### config.mk
export PLATFORM = sky130hd
export DESIGN_NAME = lru_key_value_cache_core_flat
export DESIGN_NICKNAME = d
export VERILOG_FILES = /design/src/hdl/lkvc_pkg.sv /design/src/hdl/lkvc_ifs.sv /design/src/hdl/lkvc_store.sv /design/src/hdl/lru_key_value_cache_core.sv /design/src/flat_wrapper.sv
export SDC_FILE = /design/constraint.sdc
export NUM_CORES = 1
export LEC_CHECK = 0
export BUFFER_PORTS_ARGS = -buffer_cell sky130_fd_sc_hd__buf_2
export CAP_MARGIN = 25
export CORE_AREA = 2 2 305 307
export DETAILED_ROUTE_END_ITERATION = 10
export DIE_AREA = 0 0 307 309
export GPL_ROUTABILITY_DRIVEN = 0
export PLACE_DENSITY = 0.71
export SYNTH_ARGS = -nofsm -noshare
export SYNTH_HDL_FRONTEND = slang
export SYNTH_SLANG_ARGS = --single-unit
### constraint.sdc
create_clock -name clk -period 14.8 [get_ports clk]
set_input_delay 0.74 -clock clk [delete_from_list [all_inputs] [get_ports clk]]
set_output_delay 0.74 -clock clk [all_outputs]
set_load 0.05 [all_outputs]
### src/hdl/lkvc_pkg.sv
// ----------------------------------------------------------------------------
// lkvc_pkg
// shared widths, types and constants of the lru key-value cache
// ----------------------------------------------------------------------------
`default_nettype none

package lkvc_pkg;

  localparam int ENTRIES = 16;
  localparam int KEY_W   = 32;
  localparam int VAL_W   = 32;
  localparam int CAP_W   = 5;
  localparam int IDX_W   = (ENTRIES > 1) ? $clog2(ENTRIES) : 1;
  localparam int CNT_W   = $clog2(ENTRIES + 1);
  localparam int CMP_W   = (CAP_W > CNT_W) ? CAP_W : CNT_W;

  localparam logic [CAP_W-1:0] CAP_RESET = CAP_W'(16);

  typedef logic signed [KEY_W-1:0] key_t;
  typedef logic signed [VAL_W-1:0] val_t;

  localparam val_t MISS_VALUE = '1;

  typedef enum logic {
    CMD_GET = 1'b0,
    CMD_PUT = 1'b1
  } cmd_t;

  typedef struct packed {
    cmd_t command;
    key_t lookup_key;
    val_t write_value;
  } req_t;

  typedef struct packed {
    logic hit;
    val_t read_value;
  } rsp_t;

endpackage

`default_nettype wire

### src/hdl/lkvc_ifs.sv
// ----------------------------------------------------------------------------
// lkvc channel interfaces
// valid/ready channels for request words, result words and the capacity write
// ----------------------------------------------------------------------------
`default_nettype none

interface lkvc_in_if;
  import lkvc_pkg::*;
  logic valid;
  logic ready;
  cmd_t command;
  key_t lookup_key;
  val_t write_value;
  modport source (output valid, command, lookup_key, write_value, input ready);
  modport sink   (input valid, command, lookup_key, write_value, output ready);
endinterface

interface lkvc_out_if;
  import lkvc_pkg::*;
  logic valid;
  logic ready;
  logic hit;
  val_t read_value;
  modport source (output valid, hit, read_value, input ready);
  modport sink   (input valid, hit, read_value, output ready);
endinterface

interface lkvc_cfg_if;
  import lkvc_pkg::*;
  logic             valid;
  logic             ready;
  logic [CAP_W-1:0] active_capacity;
  modport source (output valid, active_capacity, input ready);
  modport sink   (input valid, active_capacity, output ready);
endinterface

`default_nettype wire

### src/hdl/lkvc_store.sv
// ----------------------------------------------------------------------------
// lkvc_store
// recency-ordered entry store: parallel key match, one-pass shift to front
// ----------------------------------------------------------------------------
`default_nettype none

module lkvc_store (
  input  logic                         clk,
  input  logic                         rst_n,
  input  logic                         advance,
  input  lkvc_pkg::req_t               req,
  input  logic [lkvc_pkg::CAP_W-1:0]   cap,
  output lkvc_pkg::rsp_t               rsp
);
  import lkvc_pkg::*;

  key_t             keys_r [ENTRIES];
  val_t             vals_r [ENTRIES];
  logic [CNT_W-1:0] fill_r;
  logic [CNT_W-1:0] fill_nxt;

  logic [ENTRIES-1:0] valid;
  logic [ENTRIES-1:0] match;
  logic               found;
  logic [IDX_W-1:0]   found_idx;
  logic [CMP_W-1:0]   cap_ext;
  logic [CNT_W-1:0]   cap_eff;
  logic               full;
  logic [CNT_W-1:0]   upto;
  logic               wr_en;
  val_t               new_val;

  // entries 0..fill-1 are valid, entry 0 most recent
  always_comb begin
    for (int i = 0; i < ENTRIES; i++) begin
      valid[i] = CNT_W'(i) < fill_r;
      match[i] = valid[i] && (keys_r[i] == req.lookup_key);
    end
    found     = |match;
    found_idx = '0;
    for (int i = ENTRIES - 1; i >= 0; i--) begin
      if (match[i]) begin
        found_idx = IDX_W'(i);
      end
    end
  end

  // capacity saturates to 1..ENTRIES
  always_comb begin
    cap_ext = CMP_W'(cap);
    if (cap_ext == '0) begin
      cap_eff = CNT_W'(1);
    end else if (cap_ext > CMP_W'(ENTRIES)) begin
      cap_eff = CNT_W'(ENTRIES);
    end else begin
      cap_eff = CNT_W'(cap_ext);
    end
  end

  always_comb begin
    full    = (fill_r >= cap_eff) && (fill_r != '0);
    wr_en   = found || (req.command == CMD_PUT);
    new_val = (req.command == CMD_PUT) ? req.write_value : vals_r[found_idx];
    if (found) begin
      upto     = CNT_W'(found_idx);
      fill_nxt = fill_r;
    end else if (full) begin
      upto     = fill_r - CNT_W'(1);
      fill_nxt = fill_r;
    end else begin
      upto     = fill_r;
      fill_nxt = (req.command == CMD_PUT) ? fill_r + CNT_W'(1) : fill_r;
    end
    rsp.hit        = found;
    rsp.read_value = found ? new_val : MISS_VALUE;
  end

  always_ff @(posedge clk) begin
    if (!rst_n) begin
      fill_r <= '0;
    end else if (advance) begin
      fill_r <= fill_nxt;
    end
  end

  // shift older entries back by one and write the word at the front
  always_ff @(posedge clk) begin
    if (advance && wr_en) begin
      keys_r[0] <= req.lookup_key;
      vals_r[0] <= new_val;
      for (int i = 1; i < ENTRIES; i++) begin
        if (CNT_W'(i) <= upto) begin
          keys_r[i] <= keys_r[i-1];
          vals_r[i] <= vals_r[i-1];
        end
      end
    end
  end

endmodule

`default_nettype wire

### src/hdl/lru_key_value_cache_core.sv
// ----------------------------------------------------------------------------
// lru_key_value_cache_core
// fully associative key-value cache with true least-recently-used replacement
// ----------------------------------------------------------------------------
// in_ch takes one request word per ready cycle: get or put, key, put value.
// out_ch returns one result word per request, in order: hit flag and the
// entry value after the operation, or all ones on a miss.
// cfg_ch writes active_capacity (entries in use before eviction starts) and is
// always ready; the user writes it only while the cache is idle, unenforced.
// path: an accepted request is held in the request register, then goes through
// the match-and-shift pass over the 16 entries into the result register once
// that register is free.
// throughput: one request per cycle unless out_ch stalls.
// reset: all entries invalid, capacity 16, both pipeline registers empty.
// stall: when out_ch.ready is low the result word holds, the request
// register holds behind it, and in_ch.ready drops once both are full.
// ----------------------------------------------------------------------------
`default_nettype none

module lru_key_value_cache_core (
  input  logic        clk,
  input  logic        rst_n,
  lkvc_in_if.sink     in_ch,
  lkvc_out_if.source  out_ch,
  lkvc_cfg_if.sink    cfg_ch
);
  import lkvc_pkg::*;

  logic             s1_valid_r;
  req_t             s1_req_r;
  logic             out_valid_r;
  rsp_t             out_rsp_r;
  logic [CAP_W-1:0] cap_r;
  logic             advance;
  rsp_t             rsp;

  assign advance      = s1_valid_r && (!out_valid_r || out_ch.ready);
  assign in_ch.ready  = !s1_valid_r || advance;
  assign cfg_ch.ready = 1'b1;

  assign out_ch.valid      = out_valid_r;
  assign out_ch.hit        = out_rsp_r.hit;
  assign out_ch.read_value = out_rsp_r.read_value;

  always_ff @(posedge clk) begin
    if (!rst_n) begin
      s1_valid_r  <= 1'b0;
      out_valid_r <= 1'b0;
      cap_r       <= CAP_RESET;
    end else begin
      if (in_ch.ready) begin
        s1_valid_r <= in_ch.valid;
      end
      if (advance) begin
        out_valid_r <= 1'b1;
      end else if (out_ch.ready) begin
        out_valid_r <= 1'b0;
      end
      if (cfg_ch.valid) begin
        cap_r <= cfg_ch.active_capacity;
      end
    end
  end

  always_ff @(posedge clk) begin
    if (in_ch.valid && in_ch.ready) begin
      s1_req_r.command     <= in_ch.command;
      s1_req_r.lookup_key  <= in_ch.lookup_key;
      s1_req_r.write_value <= in_ch.write_value;
    end
    if (advance) begin
      out_rsp_r <= rsp;
    end
  end

  lkvc_store u_store (
    .clk     (clk),
    .rst_n   (rst_n),
    .advance (advance),
    .req     (s1_req_r),
    .cap     (cap_r),
    .rsp     (rsp)
  );

endmodule

`default_nettype wire

### src/flat_wrapper.sv
// flat-port wrapper written by rule: the top's interface ports become plain ports
module lru_key_value_cache_core_flat import lkvc_pkg::*;
  (clk, rst_n, in_ch_valid, in_ch_command, in_ch_lookup_key, in_ch_write_value, in_ch_ready, out_ch_valid, out_ch_hit, out_ch_read_value, out_ch_ready, cfg_ch_valid, cfg_ch_active_capacity, cfg_ch_ready);
  lkvc_in_if in_ch_i ();
  lkvc_out_if out_ch_i ();
  lkvc_cfg_if cfg_ch_i ();
  input  logic clk;
  input  logic rst_n;
  input wire logic [$bits(in_ch_i.valid)-1:0] in_ch_valid;
  input wire logic [$bits(in_ch_i.command)-1:0] in_ch_command;
  input wire logic [$bits(in_ch_i.lookup_key)-1:0] in_ch_lookup_key;
  input wire logic [$bits(in_ch_i.write_value)-1:0] in_ch_write_value;
  output wire logic [$bits(in_ch_i.ready)-1:0] in_ch_ready;
  output wire logic [$bits(out_ch_i.valid)-1:0] out_ch_valid;
  output wire logic [$bits(out_ch_i.hit)-1:0] out_ch_hit;
  output wire logic [$bits(out_ch_i.read_value)-1:0] out_ch_read_value;
  input wire logic [$bits(out_ch_i.ready)-1:0] out_ch_ready;
  input wire logic [$bits(cfg_ch_i.valid)-1:0] cfg_ch_valid;
  input wire logic [$bits(cfg_ch_i.active_capacity)-1:0] cfg_ch_active_capacity;
  output wire logic [$bits(cfg_ch_i.ready)-1:0] cfg_ch_ready;
  assign in_ch_i.valid = in_ch_valid;
  assign in_ch_i.command = in_ch_command;
  assign in_ch_i.lookup_key = in_ch_lookup_key;
  assign in_ch_i.write_value = in_ch_write_value;
  assign in_ch_ready = in_ch_i.ready;
  assign out_ch_valid = out_ch_i.valid;
  assign out_ch_hit = out_ch_i.hit;
  assign out_ch_read_value = out_ch_i.read_value;
  assign out_ch_i.ready = out_ch_ready;
  assign cfg_ch_i.valid = cfg_ch_valid;
  assign cfg_ch_i.active_capacity = cfg_ch_active_capacity;
  assign cfg_ch_ready = cfg_ch_i.ready;
  lru_key_value_cache_core u_core (.clk(clk), .rst_n(rst_n), .in_ch(in_ch_i), .out_ch(out_ch_i), .cfg_ch(cfg_ch_i));
endmodule
==> implementation parameters <==
Parameter                              Value

Outcome
  Status    finished clean

Pwr
  Leakage power    17.07 nW
  Total power divided by cell area    119.4 nW/um2
  Combinational fraction of design power    0.040
  Switching power    0.001389 W
  Fraction of power consumed by sequential logic    0.540
  Fraction of power consumed by the clock network    0.420
  Net switching fraction of the power    0.2126
  Worst vdd rail ir drop    0.00009802 V
  Internal power of the cells    0.005143 W

Synth
  Main combinational cell family by area after synthesis    XOR/XNOR gates
  Post-synthesis share of cell area spent on and, or, nand and nor gates    0.08579
  Asr flop ratio synth    0
  Synth Instances    3175
  Share of cell area taken by muxes after synthesis    0.07511
  Avg Inst Size Synth    15.46 um2
  Adder-Cell Fraction of Synth Area    0.002040
  Flip-flop and latch count after synthesis    1134
  Mapped Nets    3258
  Synth Area in XOR/XNOR    0.09298
  Mapped Area    49080 um2
  Number of distinct library cells after synthesis    66
  Proportion of synthesized chip area in sequential cells    0.6914
  Primary FF master, synth    sky130_fd_sc_hd__edfxtp_1
  Warning count from the yosys run    0
  Post-synth EDFFs    1122
  Fraction of the mapped netlist area in compound gates    0.03289

STA
  Highest achievable clock rate    153.2 MHz
  Setup TNS    0 ns
  RSZ-0062 raised after global routing    no
  Transition time at the pin with the least slew margin    1.058 ns
  Final Slew Violations    0
  Minimum clock period    6.528 ns
  Tightest slew margin relative to the limit    0.2948
  Maximum clock skew at final layout    0.02730 ns
  Fin crit share    0.4411
  Final Setup Violations    0
  Fin. Hold Viols    0

Clocking
  Worst-skew pair later-pin latency    0.69 ns
  Post-cts gate resize count    0
  # hold bufs at CTS    0
  Setup Buffers After CTS    0
  Number of buffers inserted during clock tree synthesis    111
  Number of sinks driven by the clock tree    1134
  Library cell used as clock root buffer    sky130_fd_sc_hd__clkbuf_16
  Buffer levels on the longest clock path    3
  Number of H-tree levels    3
  CTS tree    done
  CTS clock-pin slew for the worst setup and hold paths    0.06 ns

Setup path
  Required time reported for the critical path endpoint    15.10 ns
  WS Path Type    reg2reg
  Startpoint type of the worst setup path    flop
  Length in cells of the worst reg-to-reg path    16
  Crit Reg-Reg Endpoint    u_core.u_store.vals_r[6][8]$_DFFE_PP_
  Crit path DAT    6.83 ns
  Kind of end point of the critical path    flop
  Worst R2R Start    u_core.s1_req_r[45]$_DFFE_PP_
  Minimum setup slack among reg-to-reg paths    8.27 ns
  Maximum net fanout on the critical path    38

Placed design
  Total of buffers placed on input and output ports    109
  Post-detail-place hpwl    85.65 mm
  Post-placement cell area    51060 um2

Die
  Initial standard-cell utilization of the core    0.5370
  Total die area    94860 um2
  Count of standard-cell rows    111
  Core box area    91390 um2
  Number of top-level pins    111
  Die width    307 um
  Die Y-Extent    309 um

Drt
  Wire length per cell after detailed routing    29.25 um
  First-pass iteration count of the detailed router    7
  Post-DR vias/cell    6.493
  Vias post-DR    29.84k
  Final ANT Viol Nets    0
  DRC errors left    0
  Violation count after the first detailed-routing iteration    3877
  Routed wire length    134.4 mm

Final layout
  Layout Nets    3402
  Commonest non-fill, non-tap cell in the layout    sky130_fd_sc_hd__edfxtp_1
  Final design area excluding fillers    54710 um2
  Proportion of layout cells with a drive suffix above 1    0.1332
  Layout Area Growth over Synthesis    11.48%
  Commonest non-fill, non-tap cells in the layout    1122 x sky130_fd_sc_hd__edfxtp_1, 330 x sky130_fd_sc_hd__mux2i_1, 303 x sky130_fd_sc_hd__xor2_1

Global routing
  Number of global-route vias before repair    30.62k
  Number of antenna violations at the first check in global routing    1
  Aggregate global-route resource usage    0.2810
  Maximum number of pins on one net before global-route repair    67
  First-pass GRT wire length    196.1 mm
  GR Overflow Total    0

Hold path
  Worst hold stages    1
  Worst hold path startpoint    in_ch_lookup_key[22]
  Class of the tightest hold or removal check    in2reg
  Endpoint, Worst Hold    u_core.s1_req_r[54]$_DFFE_PP_

Flow run
  Max-cap check violation count    0
-- stage by stage --
stage,hold WS (ns),total power (W),instances,util,setup slack [ns]
global placement,0.4228,0.003839,4377,0.5574,7.762
detailed placement,0.4300,0.003847,4382,0.5587,7.620
global route,0.2074,0.006695,4595,0.5987,7.961
floorplan,0.4204,0.003748,3175,-,6.126
CTS,0.1862,0.006549,4585,0.5967,7.592
finish,0.2239,0.006532,4596,0.5987,8.272
-- cells by family (layout without fill, tap and decap cells) --
| family | after synthesis | count (layout) |
|---|---|---|
| compound gates | 210 | 210 |
| mux | 364 | 364 |
| flops | 1134 | 1134 |
| simple gates | 761 | 761 |
| buf+inv | 176 | 410 |
| xor+xnor | 521 | 521 |
| fa+ha+maj | 8 | 8 |
| other cells | 1 | 2 |
-- sequential cells by signal (all words and copies together) (netlist names), 5 cells and up --
name / count
u_core.s1_req_r: 65
u_core.cap_r: 5
u_core.u_store.keys_r: 512
u_core.u_store.fill_r: 5
u_core.out_ch.read_value: 32
u_core.u_store.vals_r: 512
-- critical path, stage by stage (launching register included) --
cell and delay, ns:
sky130_fd_sc_hd__edfxtp_1 0.48, sky130_fd_sc_hd__buf_4 0.40, sky130_fd_sc_hd__xnor2_1 0.17, sky130_fd_sc_hd__nand4_1 0.13
sky130_fd_sc_hd__nor4_1 0.80, sky130_fd_sc_hd__nand3_1 0.25, sky130_fd_sc_hd__nand4b_1 0.19, sky130_fd_sc_hd__nor4_1 0.10
sky130_fd_sc_hd__nand2_2 0.10, sky130_fd_sc_hd__buf_4 0.57, sky130_fd_sc_hd__o21ai_1 0.24, sky130_fd_sc_hd__buf_4 0.24
sky130_fd_sc_hd__inv_2 0.45, sky130_fd_sc_hd__o21ai_0 0.28, sky130_fd_sc_hd__buf_2 0.24, sky130_fd_sc_hd__a21oi_4 0.78
sky130_fd_sc_hd__buf_4 0.67
-- cells in the mapped netlist, drive strengths merged, types with 11 or more instances --
cell type  number  area, um2
a211oi         67      653.1
a21oi          25      125.1
a22oi          33      247.7
and2           39      244.0
and3           39      244.0
buf           125      775.7
clkbuf         40      150.1
dfxtp          12      240.2
edfxtp       1122      33690
inv            11      41.29
mux2           34      382.9
mux2i         330       3303
nand2          89      334.1
nand3         125      625.6
nand4         127      794.5
nor2          102      382.9
nor2b          15      93.84
nor3           35      180.2
nor4          124      800.8
o21ai          38      190.2
or3            12      75.07
or4            18      135.1
xnor2         218       1909
xor2          303       2654
-- final cells by class --
| class | instances | area [um2] |
|---|---|---|
| fillers | 6661 | 36670 |
| well taps | 1186 | 1484 |
| clock buffers | 141 | 2963 |
| flip-flops and latches | 1134 | 33930 |
| inverters | 11 | 41.29 |
| multi-input cells | 1865 | 14400 |
| repair buffers | 196 | 1376 |
| clock inverters | 62 | 515.5 |
| diodes | 1 | 2.502 |
-- worst max path at each step --
stage               slack [ns]  depth (start not counted)                          start                                       to
finish                    8.27                         16  u_core.s1_req_r[45]$_DFFE_PP_    u_core.u_store.vals_r[6][8]$_DFFE_PP_
global route              7.96                         16  u_core.s1_req_r[45]$_DFFE_PP_    u_core.u_store.vals_r[6][8]$_DFFE_PP_
floorplan                 6.13                          6                   out_ch_ready  u_core.u_store.keys_r[1][192]$_DFFE_PP_
CTS                       7.59                         13  u_core.s1_req_r[63]$_DFFE_PP_  u_core.u_store.keys_r[1][194]$_DFFE_PP_
global placement          7.76                         13  u_core.s1_req_r[58]$_DFFE_PP_  u_core.u_store.keys_r[1][195]$_DFFE_PP_
detailed placement        7.62                         13  u_core.s1_req_r[63]$_DFFE_PP_  u_core.u_store.keys_r[1][198]$_DFFE_PP_
-- metal layers --
metal / global-route usage / part of all wire / up-vias
met2: 0.4635 / 0.48 / 2046
met3: 0.05974 / 0.099 / 463
met5: 0.001011 / 0 / -
met1: 0.3526 / 0.37 / 14840
met4: 0.1448 / 0.052 / 0
li1: - / - / 12500
-- power groups by stage --
stage	combinational, W	clock, W	sequential [W]
floorplan	0.000157	0	0.00359
global placement	0.000241	0	0.00360
CTS	0.000252	0.00277	0.00353
global route	0.000274	0.00289	0.00353
detailed placement	0.000250	0	0.00360
finish	0.000262	0.00274	0.00353
No activity file was read; power rests on OpenSTA's default activity.
